===== src/design/cstrip_pkg.sv =====
// Package for the C comment stripper: character codes, state and result types,
// and the per-byte step function. No dependencies.
`timescale 1ns / 1ps

package cstrip_pkg;

	localparam logic [7:0] CH_STAR   = 8'h2A;
	localparam logic [7:0] CH_SLASH  = 8'h2F;
	localparam logic [7:0] CH_DQUOTE = 8'h22;
	localparam logic [7:0] CH_BSLASH = 8'h5C;
	localparam logic [7:0] CH_SQUOTE = 8'h27;

	// Output queue geometry.
	localparam int OUTQ_DEPTH = 4;
	localparam int OUTQ_AW    = 2;
	localparam int OUTQ_CW    = 3;

	typedef struct packed {
		logic in_block;
		logic in_string_lit;
		logic in_char_lit;
		logic escape_next;
		logic skip_rest_of_line;
		logic held_slash;
		logic held_star;
	} cs_state_t;

	typedef struct packed {
		logic       line_done;
		logic       has_byte;
		logic [7:0] out_byte;
	} result_t;

	// Results pushed into the output queue for one item.
	typedef struct packed {
		logic [1:0] cnt;
		result_t    e0;
		result_t    e1;
	} push_t;

	typedef struct packed {
		cs_state_t nxt;
		push_t     push;
	} step_t;

	// Literal tracking for a kept byte.
	function automatic cs_state_t cs_track(cs_state_t st, logic [7:0] c);
		cs_state_t ns;
		ns = st;
		if (st.escape_next) begin
			ns.escape_next = 1'b0;
		end else if (st.in_string_lit) begin
			if (c == CH_BSLASH) ns.escape_next = 1'b1;
			else if (c == CH_DQUOTE) ns.in_string_lit = 1'b0;
		end else if (st.in_char_lit) begin
			if (c == CH_BSLASH) ns.escape_next = 1'b1;
			else if (c == CH_SQUOTE) ns.in_char_lit = 1'b0;
		end else if (c == CH_DQUOTE) begin
			ns.in_string_lit = 1'b1;
		end else if (c == CH_SQUOTE) begin
			ns.in_char_lit = 1'b1;
		end
		return ns;
	endfunction

	// One source byte: next state and zero to two results.
	function automatic step_t cs_step(cs_state_t st, logic [7:0] c, logic eol);
		cs_state_t  ns;
		logic [1:0] n;
		logic [7:0] k0;
		logic [7:0] k1;
		step_t      res;
		ns = st;
		n  = 2'd0;
		k0 = 8'd0;
		k1 = 8'd0;
		if (st.skip_rest_of_line) begin
			ns = st;
		end else if (st.in_block) begin
			if (st.held_star && c == CH_SLASH) begin
				ns.in_block  = 1'b0;
				ns.held_star = 1'b0;
			end else begin
				ns.held_star = (c == CH_STAR);
			end
		end else if (st.held_slash) begin
			ns.held_slash = 1'b0;
			if (c == CH_STAR) begin
				ns.in_block  = 1'b1;
				ns.held_star = 1'b0;
			end else if (c == CH_SLASH) begin
				ns.skip_rest_of_line = 1'b1;
			end else begin
				n  = 2'd2;
				k0 = CH_SLASH;
				k1 = c;
				ns = cs_track(ns, c);
			end
		end else if (!st.in_string_lit && !st.in_char_lit && c == CH_SLASH) begin
			if (eol) begin
				n  = 2'd1;
				k0 = CH_SLASH;
			end else begin
				ns.held_slash = 1'b1;
			end
		end else begin
			n  = 2'd1;
			k0 = c;
			ns = cs_track(ns, c);
		end

		res.push.e0.has_byte  = 1'b1;
		res.push.e0.out_byte  = k0;
		res.push.e0.line_done = eol && (n == 2'd1);
		res.push.e1.has_byte  = 1'b1;
		res.push.e1.out_byte  = k1;
		res.push.e1.line_done = eol;
		if (eol) begin
			ns.in_string_lit     = 1'b0;
			ns.in_char_lit       = 1'b0;
			ns.escape_next       = 1'b0;
			ns.skip_rest_of_line = 1'b0;
			ns.held_slash        = 1'b0;
			ns.held_star         = 1'b0;
			if (n == 2'd0) begin
				n = 2'd1;
				res.push.e0.has_byte  = 1'b0;
				res.push.e0.out_byte  = 8'd0;
				res.push.e0.line_done = 1'b1;
			end
		end
		res.push.cnt = n;
		res.nxt      = ns;
		return res;
	endfunction

endpackage


===== src/design/c_comment_stripper_top.sv =====
// C comment stripper, top level: input register, per-byte step logic with the
// scanner state register, and the output queue. Depends on cstrip_pkg, cstrip_outq.
// Path: the first result of an item passes the input register and the output queue
//   before it shows on the output port; a queue without room can hold the item between.
// Throughput: 1 input item per cycle while the queue has room; an item that yields two
//   results (a held slash released together with the next byte) sends them out in turn.
// Limit: the output side drains one result a cycle, when ready, from a 4-entry queue.
// Reset: arst_n clears the scanner state, the input valid flag and the queue pointers and count.
`timescale 1ns / 1ps

module c_comment_stripper_top (
	input  logic       clk,
	input  logic       arst_n,
	input  logic       s_axis_tvalid,
	output logic       s_axis_tready,
	input  logic [7:0] s_axis_tdata,   // [7:0] in_byte
	input  logic       s_axis_tlast,   // end_of_line
	output logic       m_axis_tvalid,
	input  logic       m_axis_tready,
	output logic [7:0] m_axis_tdata,   // [7:0] out_byte
	output logic       m_axis_tuser,   // [0] has_byte
	output logic       m_axis_tlast    // line_done
);
	import cstrip_pkg::*;

	// Input register stage
	logic       valid_s1;
	logic [7:0] byte_s1;
	logic       eol_s1;

	// Scanner state: comment, literal and lookahead flags
	cs_state_t  state_q;
	step_t      step;
	logic       room;
	logic       advance;
	logic       in_take;
	result_t    head;

	// Process the held item as soon as the queue can take two results.
	assign advance       = valid_s1 && room;
	assign s_axis_tready = !valid_s1 || advance;
	assign in_take       = s_axis_tvalid && s_axis_tready;
	assign step          = cs_step(state_q, byte_s1, eol_s1);

	always_ff @(posedge clk or negedge arst_n) begin
		if (!arst_n) begin
			valid_s1 <= 1'b0;
		end else if (in_take) begin
			valid_s1 <= 1'b1;
		end else if (advance) begin
			valid_s1 <= 1'b0;
		end
	end

	// Payload of the input stage: load on every accept.
	always_ff @(posedge clk) begin
		if (in_take) begin
			byte_s1 <= s_axis_tdata;
			eol_s1  <= s_axis_tlast;
		end
	end

	// Advance the scanner once per processed item.
	always_ff @(posedge clk or negedge arst_n) begin
		if (!arst_n) begin
			state_q <= '0;
		end else if (advance) begin
			state_q <= step.nxt;
		end
	end

	cstrip_outq u_outq (
		.clk       (clk),
		.arst_n    (arst_n),
		.push_en   (advance),
		.push      (step.push),
		.room      (room),
		.out_valid (m_axis_tvalid),
		.out_res   (head),
		.out_ready (m_axis_tready)
	);

	assign m_axis_tdata = head.out_byte;
	assign m_axis_tuser = head.has_byte;
	assign m_axis_tlast = head.line_done;

endmodule


===== src/design/cstrip_outq.sv =====
// Output queue of the C comment stripper: takes up to two results a cycle,
// hands out one a cycle while out_ready is high on a stream port. Depends on cstrip_pkg.
`timescale 1ns / 1ps

module cstrip_outq (
	input  logic               clk,
	input  logic               arst_n,
	input  logic               push_en,
	input  cstrip_pkg::push_t  push,
	output logic               room,
	output logic               out_valid,
	output cstrip_pkg::result_t out_res,
	input  logic               out_ready
);
	import cstrip_pkg::*;

	result_t              mem_q [OUTQ_DEPTH];
	logic [OUTQ_AW-1:0]   wr_q;
	logic [OUTQ_AW-1:0]   rd_q;
	logic [OUTQ_CW-1:0]   cnt_q;
	logic                 pop;
	logic [OUTQ_CW-1:0]   add;

	// Room for the worst case of two results.
	assign room      = (cnt_q <= OUTQ_CW'(OUTQ_DEPTH - 2));
	assign out_valid = (cnt_q != '0);
	assign out_res   = mem_q[rd_q];
	assign pop       = out_valid && out_ready;
	assign add       = push_en ? OUTQ_CW'(push.cnt) : '0;

	always_ff @(posedge clk) begin
		if (push_en && push.cnt != 2'd0) mem_q[wr_q] <= push.e0;
		if (push_en && push.cnt == 2'd2) mem_q[wr_q + OUTQ_AW'(1)] <= push.e1;
	end

	always_ff @(posedge clk or negedge arst_n) begin
		if (!arst_n) begin
			wr_q  <= '0;
			rd_q  <= '0;
			cnt_q <= '0;
		end else begin
			wr_q  <= wr_q + OUTQ_AW'(add);
			if (pop) rd_q <= rd_q + OUTQ_AW'(1);
			cnt_q <= cnt_q + add - OUTQ_CW'(pop);
		end
	end

endmodule


===== config.mk =====
export PLATFORM = sky130hd
export DESIGN_NAME = c_comment_stripper_top
export DESIGN_NICKNAME = d
export VERILOG_FILES = /design/src/design/cstrip_pkg.sv /design/src/design/c_comment_stripper_top.sv /design/src/design/cstrip_outq.sv
export SDC_FILE = /design/constraint.sdc
export NUM_CORES = 1
export LEC_CHECK = 0
export BUFFER_PORTS_ARGS = -buffer_cell sky130_fd_sc_hd__buf_4
export CORE_ASPECT_RATIO = 1.1
export CORE_MARGIN = 2
export CORE_UTILIZATION = 63
export DETAILED_ROUTE_END_ITERATION = 8
export GPL_ROUTABILITY_DRIVEN = 0
export PLACE_DENSITY = 0.83
export SYNTH_ARGS = -nofsm -noshare
export SYNTH_HDL_FRONTEND = slang
export SYNTH_SLANG_ARGS = --single-unit

===== constraint.sdc =====
create_clock -name clk -period 4 [get_ports clk]
set_input_delay 0.2 -clock clk [delete_from_list [all_inputs] [get_ports clk]]
set_output_delay 0.2 -clock clk [all_outputs]
set_load 0.02 [all_outputs]

==> impl_metrics.yaml, run 1 <==
status:
  status: "complete, no violations"
route:
  detail_route.wirelength_um: 7070
  detailroute.via_count: 2244
  drt_pre_antenna_iters: 7
  first_iter_violations: 264
  met3RoutedLength_um: 462
  vias_per_cell: 6.52
  met1Wirelength_um: 3000
  wl_per_cell_um: 20.6
  top_metal_layer_carrying_routed_signals: "met4"
  wl_met2_um: 3400
  antenna_violating_nets_post_route: 0
  drc_errors: 0
synthesis:
  synth_top_family_by_area: "simple AND/OR/NAND/NOR gates"
  synth_async_sr_flop_share_pct: 23.4
  synth.top_cell.area_share_pct: 41.7
  yosys-mux-area-fraction_pct: 7.61
  synth_simple_gate_area_share_pct: 16.2
  synthesis.nets: 270
  yosys-top-cells-count: "45 x sky130_fd_sc_hd__edfxtp_1, 21 x sky130_fd_sc_hd__a21o_1, 18 x sky130_fd_sc_hd__and2_1"
  synth_sequential_area_ratio_pct: 55.8
  yosys-top-cells-area: "sky130_fd_sc_hd__edfxtp_1 42%, sky130_fd_sc_hd__dfrtp_1 12%, sky130_fd_sc_hd__mux4_2 6.9%"
  syn-instance-count: 252
  syn_area_um2: 3240
  postSynthRegisterBits: 64
  ys_dominant_reg_cell: "sky130_fd_sc_hd__edfxtp_1"
  synth_compound_area_share_pct: 13.8
  synth.lib_cells_used.distinct: 55
  synth_edf_count: 45
  post-synth-top-count-cell: "sky130_fd_sc_hd__edfxtp_1"
  xor_xnor_share_of_the_synthesized_area_pct: 2.39
  post_synth.cell_area_avg_um2: 12.9
  synth_top_cell_by_area: "sky130_fd_sc_hd__edfxtp_1"
  synth_fa_ha_area_share_pct: 2.16
  synth.yosys.warnings: 0
setup_path:
  cp.required_ns: 4.20
  cp-start-kind: "flip-flop"
  regToRegEndpoint: "u_outq.mem_q[1][8]$_SDFFE_PP1P_"
  critical_path.endpoint_type: "flip-flop"
  path_max_fanout: 10
  timing.reg2reg.worst_path_depth: 5
  setup.worst_path.class: "flip-flop to flip-flop"
  r2r-start: "byte_s1[6]$_DFFE_PP_"
  timing.reg2reg.setup_slack_ns: 1.31
  cp.arrival_ns: 2.90
grt:
  overflow: 0
  grt_start_max_net_pins: 16
  grt_antenna_before_repair: 0
  total_routing_usage_reported_by_global_routing_pct: 27.1
  first_global_vias: 2217
  grt_pass1_wl_um: 11400
power_and_ir_drop:
  switchingPower_w: 0.000950
  leakagePower_nw: 1.55
  clockPowerShare_pct: 23.2
  cell_int_power_w: 0.00170
  cellPowerDensity_nw_per_um2: 717
  ir_drop_v: 0.000373
  power.sequential.fraction_pct: 41.7
  pwr-share-comb_pct: 35.1
  switching_share_of_total_power_pct: 35.9
floorplanning:
  floorplan.core_area_um2: 5000
  placement_rows: 27
  initial_utilization_pct: 64.8
  die_h_um: 79.2
  io_pins: 25
  die_width_um: 72.4
  die_area_um2: 5730
sta:
  maxSlewHeadroom_pct: 12.2
  worst_clock_skew_ns: 0.0180
  fin_tns_setup_ns: 0
  post-route-worst-setup-slack_ns: 1.31
  finalSetupViolCount: 0
  min_period_ns: 2.69
  rsz_0062_raised_after_global_routing: "no"
  max_slew.worst_pin.slew_ns: 1.31
  final_max_slew_viol_count: 0
  fmax_mhz: 371
  hold_viol: 0
  period_share_pct: 67.4
cts:
  cts-htree-levels: 3
  worst_skew_pair.late_latency_ns: 0.36
  ctsLongestPathBuffers: 2
  clock_tree_from_tritoncts: "done"
  root_buffer_cell: "sky130_fd_sc_hd__clkbuf_8"
  clock_sinks: 64
  cts_inserted_buffers: 9
  clkTransAtPathRegs_ns: 0.07
  post_cts_buffers: 0
finish:
  drive_gt1_share_pct: 22.0
  area_growth_syn_to_layout_pct: 13.9
  regArea_um2: 1810
  diodes: 0
  fillerInstances: 321
  multiInputGateArea_um2: 1370
  nets: 299
worst_hold_path:
  min-delay-path-class: "primary input to flip-flop"
  worst_hold_startpoint: "s_axis_tlast"
  hold_end: "eol_s1$_DFFE_PP_"
  timing.hold.worst_path_depth: 1
place:
  place_hpwl_um: 4710
  placement.io_buffers: 24
  place_worst_setup_slack_ns: 1.44
run:
  drv_cap: 0
==> stage by stage <==
| stage | area (um^2) | util (%) | hold slack [ns] | cells | total power, W |
|---|---|---|---|---|---|
| global placement | 3470 | 69.4 | 0.0638 | 327 | 0.00200 |
| finish | 3690 | 73.8 | 0.0233 | 344 | 0.00265 |
| global route | 3690 | 73.8 | 0.0225 | 344 | 0.00277 |
| detailed placement | 3470 | 69.4 | 0.0669 | 327 | 0.00203 |
| floorplan | 3240 | - | -0.0956 | 252 | 0.00173 |
| CTS | 3690 | 73.8 | 0.0231 | 344 | 0.00264 |
==> routing by layer <==
layer  vias to the layer above  track usage [%]
met1                      1093             35.9
li1                       1022                -
met2                       105             43.2
met4                         0             11.7
met3                        24             6.09
met5                         -                0
==> sequential cells by signal, indices dropped and copies added, names as in the netlist <==
signal / flops
state_q: 7
u_outq.mem_q: 40
valid_s1: 1
byte_s1: 8
eol_s1: 1
u_outq.wr_q: 2
u_outq.rd_q: 2
u_outq.cnt_q: 3
==> cell type report <==
type                            instances  area share (%)
Inverter                                8           0.813
Sequential cell                        64            48.9
Multi-Input combinational cell        171            37.0
Clock buffer                           10            3.46
Tap cell                               58            1.97
Clock inverter                          6            2.27
Timing Repair Buffer                   27            5.56
==> power groups by stage <==
| stage | clock network (W) | registers, W | logic [W] |
|---|---|---|---|
| finish | 0.000613 | 0.00110 | 0.000929 |
| global route | 0.000635 | 0.00113 | 0.00100 |
| CTS | 0.000607 | 0.00110 | 0.000928 |
| detailed placement | 0 | 0.00112 | 0.000915 |
| global placement | 0 | 0.00110 | 0.000897 |
| floorplan | 0 | 0.000986 | 0.000741 |
==> kinds of logic after synthesis <==
family,Yosys count
muxes,12
and+or+nand+nor,89
buffers and inverters,17
adders and majority gates,5
xor gates and xnor gates,8
AOI/OAI and AO/OA,57
DFF,64
==> critical path: stages, from the launching register on <==
cell	delay [ns]
sky130_fd_sc_hd__edfxtp_1	0.50
sky130_fd_sc_hd__nand4bb_2	0.43
sky130_fd_sc_hd__o311ai_2	0.68
sky130_fd_sc_hd__a31oi_1	0.63
sky130_fd_sc_hd__nor2_1	0.25
sky130_fd_sc_hd__a31oi_1	0.06
==> cells in the final DEF, fill, tap and decap left out, types with 3 or more instances in the layout <==
master / count
sky130_fd_sc_hd__o21ai_0: 8
sky130_fd_sc_hd__edfxtp_1: 45
sky130_fd_sc_hd__dfxtp_1: 4
sky130_fd_sc_hd__or3_1: 4
sky130_fd_sc_hd__nand2b_1: 5
sky130_fd_sc_hd__a31oi_1: 5
sky130_fd_sc_hd__a21o_1: 21
sky130_fd_sc_hd__mux4_2: 10
sky130_fd_sc_hd__and2_1: 18
sky130_fd_sc_hd__ha_1: 4
sky130_fd_sc_hd__nor4_1: 4
sky130_fd_sc_hd__nand2_1: 14
sky130_fd_sc_hd__buf_4: 26
sky130_fd_sc_hd__nand4b_1: 3
sky130_fd_sc_hd__clkbuf_8: 9
sky130_fd_sc_hd__dfrtp_1: 15
sky130_fd_sc_hd__inv_1: 8
sky130_fd_sc_hd__nor2_1: 14
sky130_fd_sc_hd__nor3_1: 7
sky130_fd_sc_hd__a21oi_1: 7
sky130_fd_sc_hd__xnor2_1: 5
==> worst max path at each step <==
| stage | endpoint | from | cells after the start |
|---|---|---|---|
| after global routing | u_outq.mem_q[1][8]$_SDFFE_PP1P_ | byte_s1[6]$_DFFE_PP_ | 5 |
| final | u_outq.mem_q[1][8]$_SDFFE_PP1P_ | byte_s1[6]$_DFFE_PP_ | 5 |
| after detailed placement | u_outq.mem_q[1][8]$_SDFFE_PP1P_ | byte_s1[6]$_DFFE_PP_ | 5 |
| after global placement | u_outq.mem_q[1][8]$_SDFFE_PP1P_ | byte_s1[6]$_DFFE_PP_ | 5 |
| after floorplan | u_outq.cnt_q[2]$_DFF_PN0_ | u_outq.cnt_q[2]$_DFF_PN0_ | 8 |
| after CTS | u_outq.mem_q[1][8]$_SDFFE_PP1P_ | byte_s1[6]$_DFFE_PP_ | 5 |
==> repair_timing <==
| item | CTS | global route |
|---|---|---|
| hold buffers | 1 | 0 |
| resized for setup | 0 | 0 |
| endpoints found under the hold margin | 15 | 0 |
Power figures use the tool's default switching activity.
==> inputs of run 2 (changes only) <==
--- a/config.mk
+++ b/config.mk
@@ -8,10 +8,10 @@
 export BUFFER_PORTS_ARGS = -buffer_cell sky130_fd_sc_hd__buf_4
 export CORE_ASPECT_RATIO = 1.1
 export CORE_MARGIN = 2
-export CORE_UTILIZATION = 63
+export CORE_UTILIZATION = 60
 export DETAILED_ROUTE_END_ITERATION = 8
 export GPL_ROUTABILITY_DRIVEN = 0
-export PLACE_DENSITY = 0.83
+export PLACE_DENSITY = 0.8
 export SYNTH_ARGS = -nofsm -noshare
 export SYNTH_HDL_FRONTEND = slang
 export SYNTH_SLANG_ARGS = --single-unit
==> constraint.sdc (replaced) <==
create_clock -name clk -period 2.6 [get_ports clk]
set_input_delay 0.13 -clock clk [delete_from_list [all_inputs] [get_ports clk]]
set_output_delay 0.13 -clock clk [all_outputs]
set_load 0.02 [all_outputs]
==> run 2 against run 1 <==
Compared with the run above:
- critical path depth rose by 4
- die area is 4.7% higher
- combinational power increased by 69%
- global-route usage fell by 0.37 points
- largest cell class unchanged
==> impl_metrics.yaml, run 2 (synthesis results as in run 1) <==
status:
  status: "complete, no violations"
finish:
  reg_top3: "u_outq.mem_q x40, byte_s1 x8, state_q x7"
  largest_reg_flops: 40
  layout_common_cells: "45 x sky130_fd_sc_hd__edfxtp_1, 39 x sky130_fd_sc_hd__buf_4, 21 x sky130_fd_sc_hd__a21o_1"
  top_register: "u_outq.mem_q"
  leading_cell_type_in_the_layout_fill_and_taps_excluded: "sky130_fd_sc_hd__edfxtp_1"
  post-route-util_pct: 74.1
  drive_gt1_share_pct: 25.2
  instances_no_fill: 384
  diodes: 0
  nets: 322
  area_growth_syn_to_layout_pct: 20.9
route:
  wl_per_cell_um: 18.4
  drc_errors: 0
  detail_route.wirelength_um: 7060
  drt_pre_antenna_iters: 4
  antenna_violating_nets_post_route: 0
  first_iter_violations: 195
  vias_per_cell: 5.82
  detailroute.via_count: 2236
setup_path:
  critical_path.endpoint_type: "flip-flop"
  crit_path_max_incr_delay_ns: 0.46
  setup.worst_path.class: "flip-flop to flip-flop"
  cp.arrival_ns: 2.67
  crit_family: "simple AND/OR/NAND/NOR gates"
  cp.required_ns: 2.87
  cp_dominant_cell_by_count: "sky130_fd_sc_hd__xnor2_1"
  crit_slowest_cell: "sky130_fd_sc_hd__edfxtp_1"
  cp-start-kind: "flip-flop"
  path_max_fanout: 7
  r2r-start: "byte_s1[6]$_DFFE_PP_"
  worstPathCellList: "nand4bb_2, nor3_2, nor2_1, nand2_1, ha_1, inv_1, fa_1, xnor2_1, xnor2_1"
  crit_buf_inv: 1
  startpoint: "byte_s1[6]$_DFFE_PP_"
place:
  place_hpwl_um: 4850
  place_inst: 357
  placement.io_buffers: 24
sta:
  maxSlewHeadroom_pct: 37.3
  min_period_ns: 2.40
  period_share_pct: 92.3
  hold_viol: 0
  final_max_slew_viol_count: 0
  max_slew.worst_pin.slew_ns: 0.931
  fmax_mhz: 417
  fin_tns_setup_ns: 0
  rsz_0062_raised_after_global_routing: "no"
  worst_clock_skew_ns: 0.0115
  finalSetupViolCount: 0
cts:
  clkTransAtPathRegs_ns: 0.07
  ctsLongestPathBuffers: 2
  post_cts_buffers: 0
  clock_tree_from_tritoncts: "done"
  root_buffer_cell: "sky130_fd_sc_hd__clkbuf_8"
  cts-htree-levels: 3
  clock_sinks: 64
  cts_inserted_buffers: 9
  worst_skew_pair.late_latency_ns: 0.35
grt:
  grt_pass1_wl_um: 11500
  first_global_vias: 2338
  grt_start_max_net_pins: 16
  grt_antenna_before_repair: 0
  overflow: 0
  total_routing_usage_reported_by_global_routing_pct: 26.8
power_and_ir_drop:
  switchingPower_w: 0.00149
  cellPowerDensity_nw_per_um2: 1060
  power.sequential.fraction_pct: 39.9
  leakagePower_nw: 1.66
  switching_share_of_total_power_pct: 35.7
  cell_int_power_w: 0.00268
  ir_drop_v: 0.000610
  pwr-share-comb_pct: 37.6
  clockPowerShare_pct: 22.5
floorplanning:
  initial_utilization_pct: 61.3
  die_h_um: 81.1
  io_pins: 25
  placement_rows: 28
  die_width_um: 74.1
  die_area_um2: 6010
  floorplan.core_area_um2: 5290
worst_hold_path:
  worst_hold_startpoint: "m_axis_tready"
  min-delay-path-class: "primary input to flip-flop"
run:
  drv_cap: 0
-- run 2: changes by cell type in the layout (fill, tap and decap cells not counted), sizes merged --
cell / change
dlygate4sd3: +10
clkbuf: -1
buf: +13
inv: +1
-- run 2: final timing paths --
check                                                  end  slack, ns  depth (start not counted)
worst min register to register      state_q[6]$_DFFE_PN0P_       0.46                          1
worst max-delay path             u_outq.cnt_q[2]$_DFF_PN0_       0.20                          9
worst min-delay path            u_outq.rd_q[0]$_DFFE_PN0P_       0.14                          3
min in group asynchronous           state_q[1]$_DFFE_PN0P_       0.17                          2
max in group asynchronous           state_q[3]$_DFFE_PN0P_       2.25                          2
worst max register to register   u_outq.cnt_q[2]$_DFF_PN0_       0.20                          9
-- run 2: through the flow --
step	worst slack, ns	hold slack, ns	total power [W]	area, um^2
final	0.200	0.140	0.00417	3920
after global routing	0.0170	0.185	0.00439	3920
after CTS	0.210	0.128	0.00418	3920
after detailed placement	0.220	-0.00370	0.00323	3590
after global placement	0.298	-0.00455	0.00318	3590
after floorplan	0.246	-0.166	0.00266	3240
-- run 2: what timing repair did --
action,CTS,global route
resized for setup,0,0
hold endpoints to repair,25,0
hold buffers,11,0
-- run 2: cell type report --
| cell class | instances | area [um^2] |
|---|---|---|
| Clock inverter | 7 | 93.8 |
| Inverter | 8 | 30.0 |
| Clock buffer | 9 | 124 |
| Timing Repair Buffer | 50 | 403 |
| Fill cell | 371 | 1370 |
| Multi-Input combinational cell | 171 | 1370 |
| Tap cell | 75 | 93.8 |
| Sequential cell | 64 | 1810 |
-- run 2: power by group through the flow --
stage	logic, W	registers (W)	clock network (W)
after detailed placement	0.00155	0.00169	0
after floorplan	0.00114	0.00152	0
after global placement	0.00152	0.00167	0
after global routing	0.00171	0.00170	0.000986
final	0.00157	0.00166	0.000938
after CTS	0.00157	0.00166	0.000947
-- run 2: tightest hold or removal path, delay by kind of cell --
family	cells	cell delay (ns)
buf+inv	1	0.08
xor+xnor	1	0.08
simple gates	1	0.16
-- run 2: layer usage --
metal / share of wire, % / global-route usage [%] / up-vias
met5: 0 / 0 / -
met4: 1.7 / 15.6 / 0
met3: 5.9 / 4.47 / 9
met2: 50 / 42.1 / 72
met1: 42 / 34.9 / 1093
li1: - / - / 1062
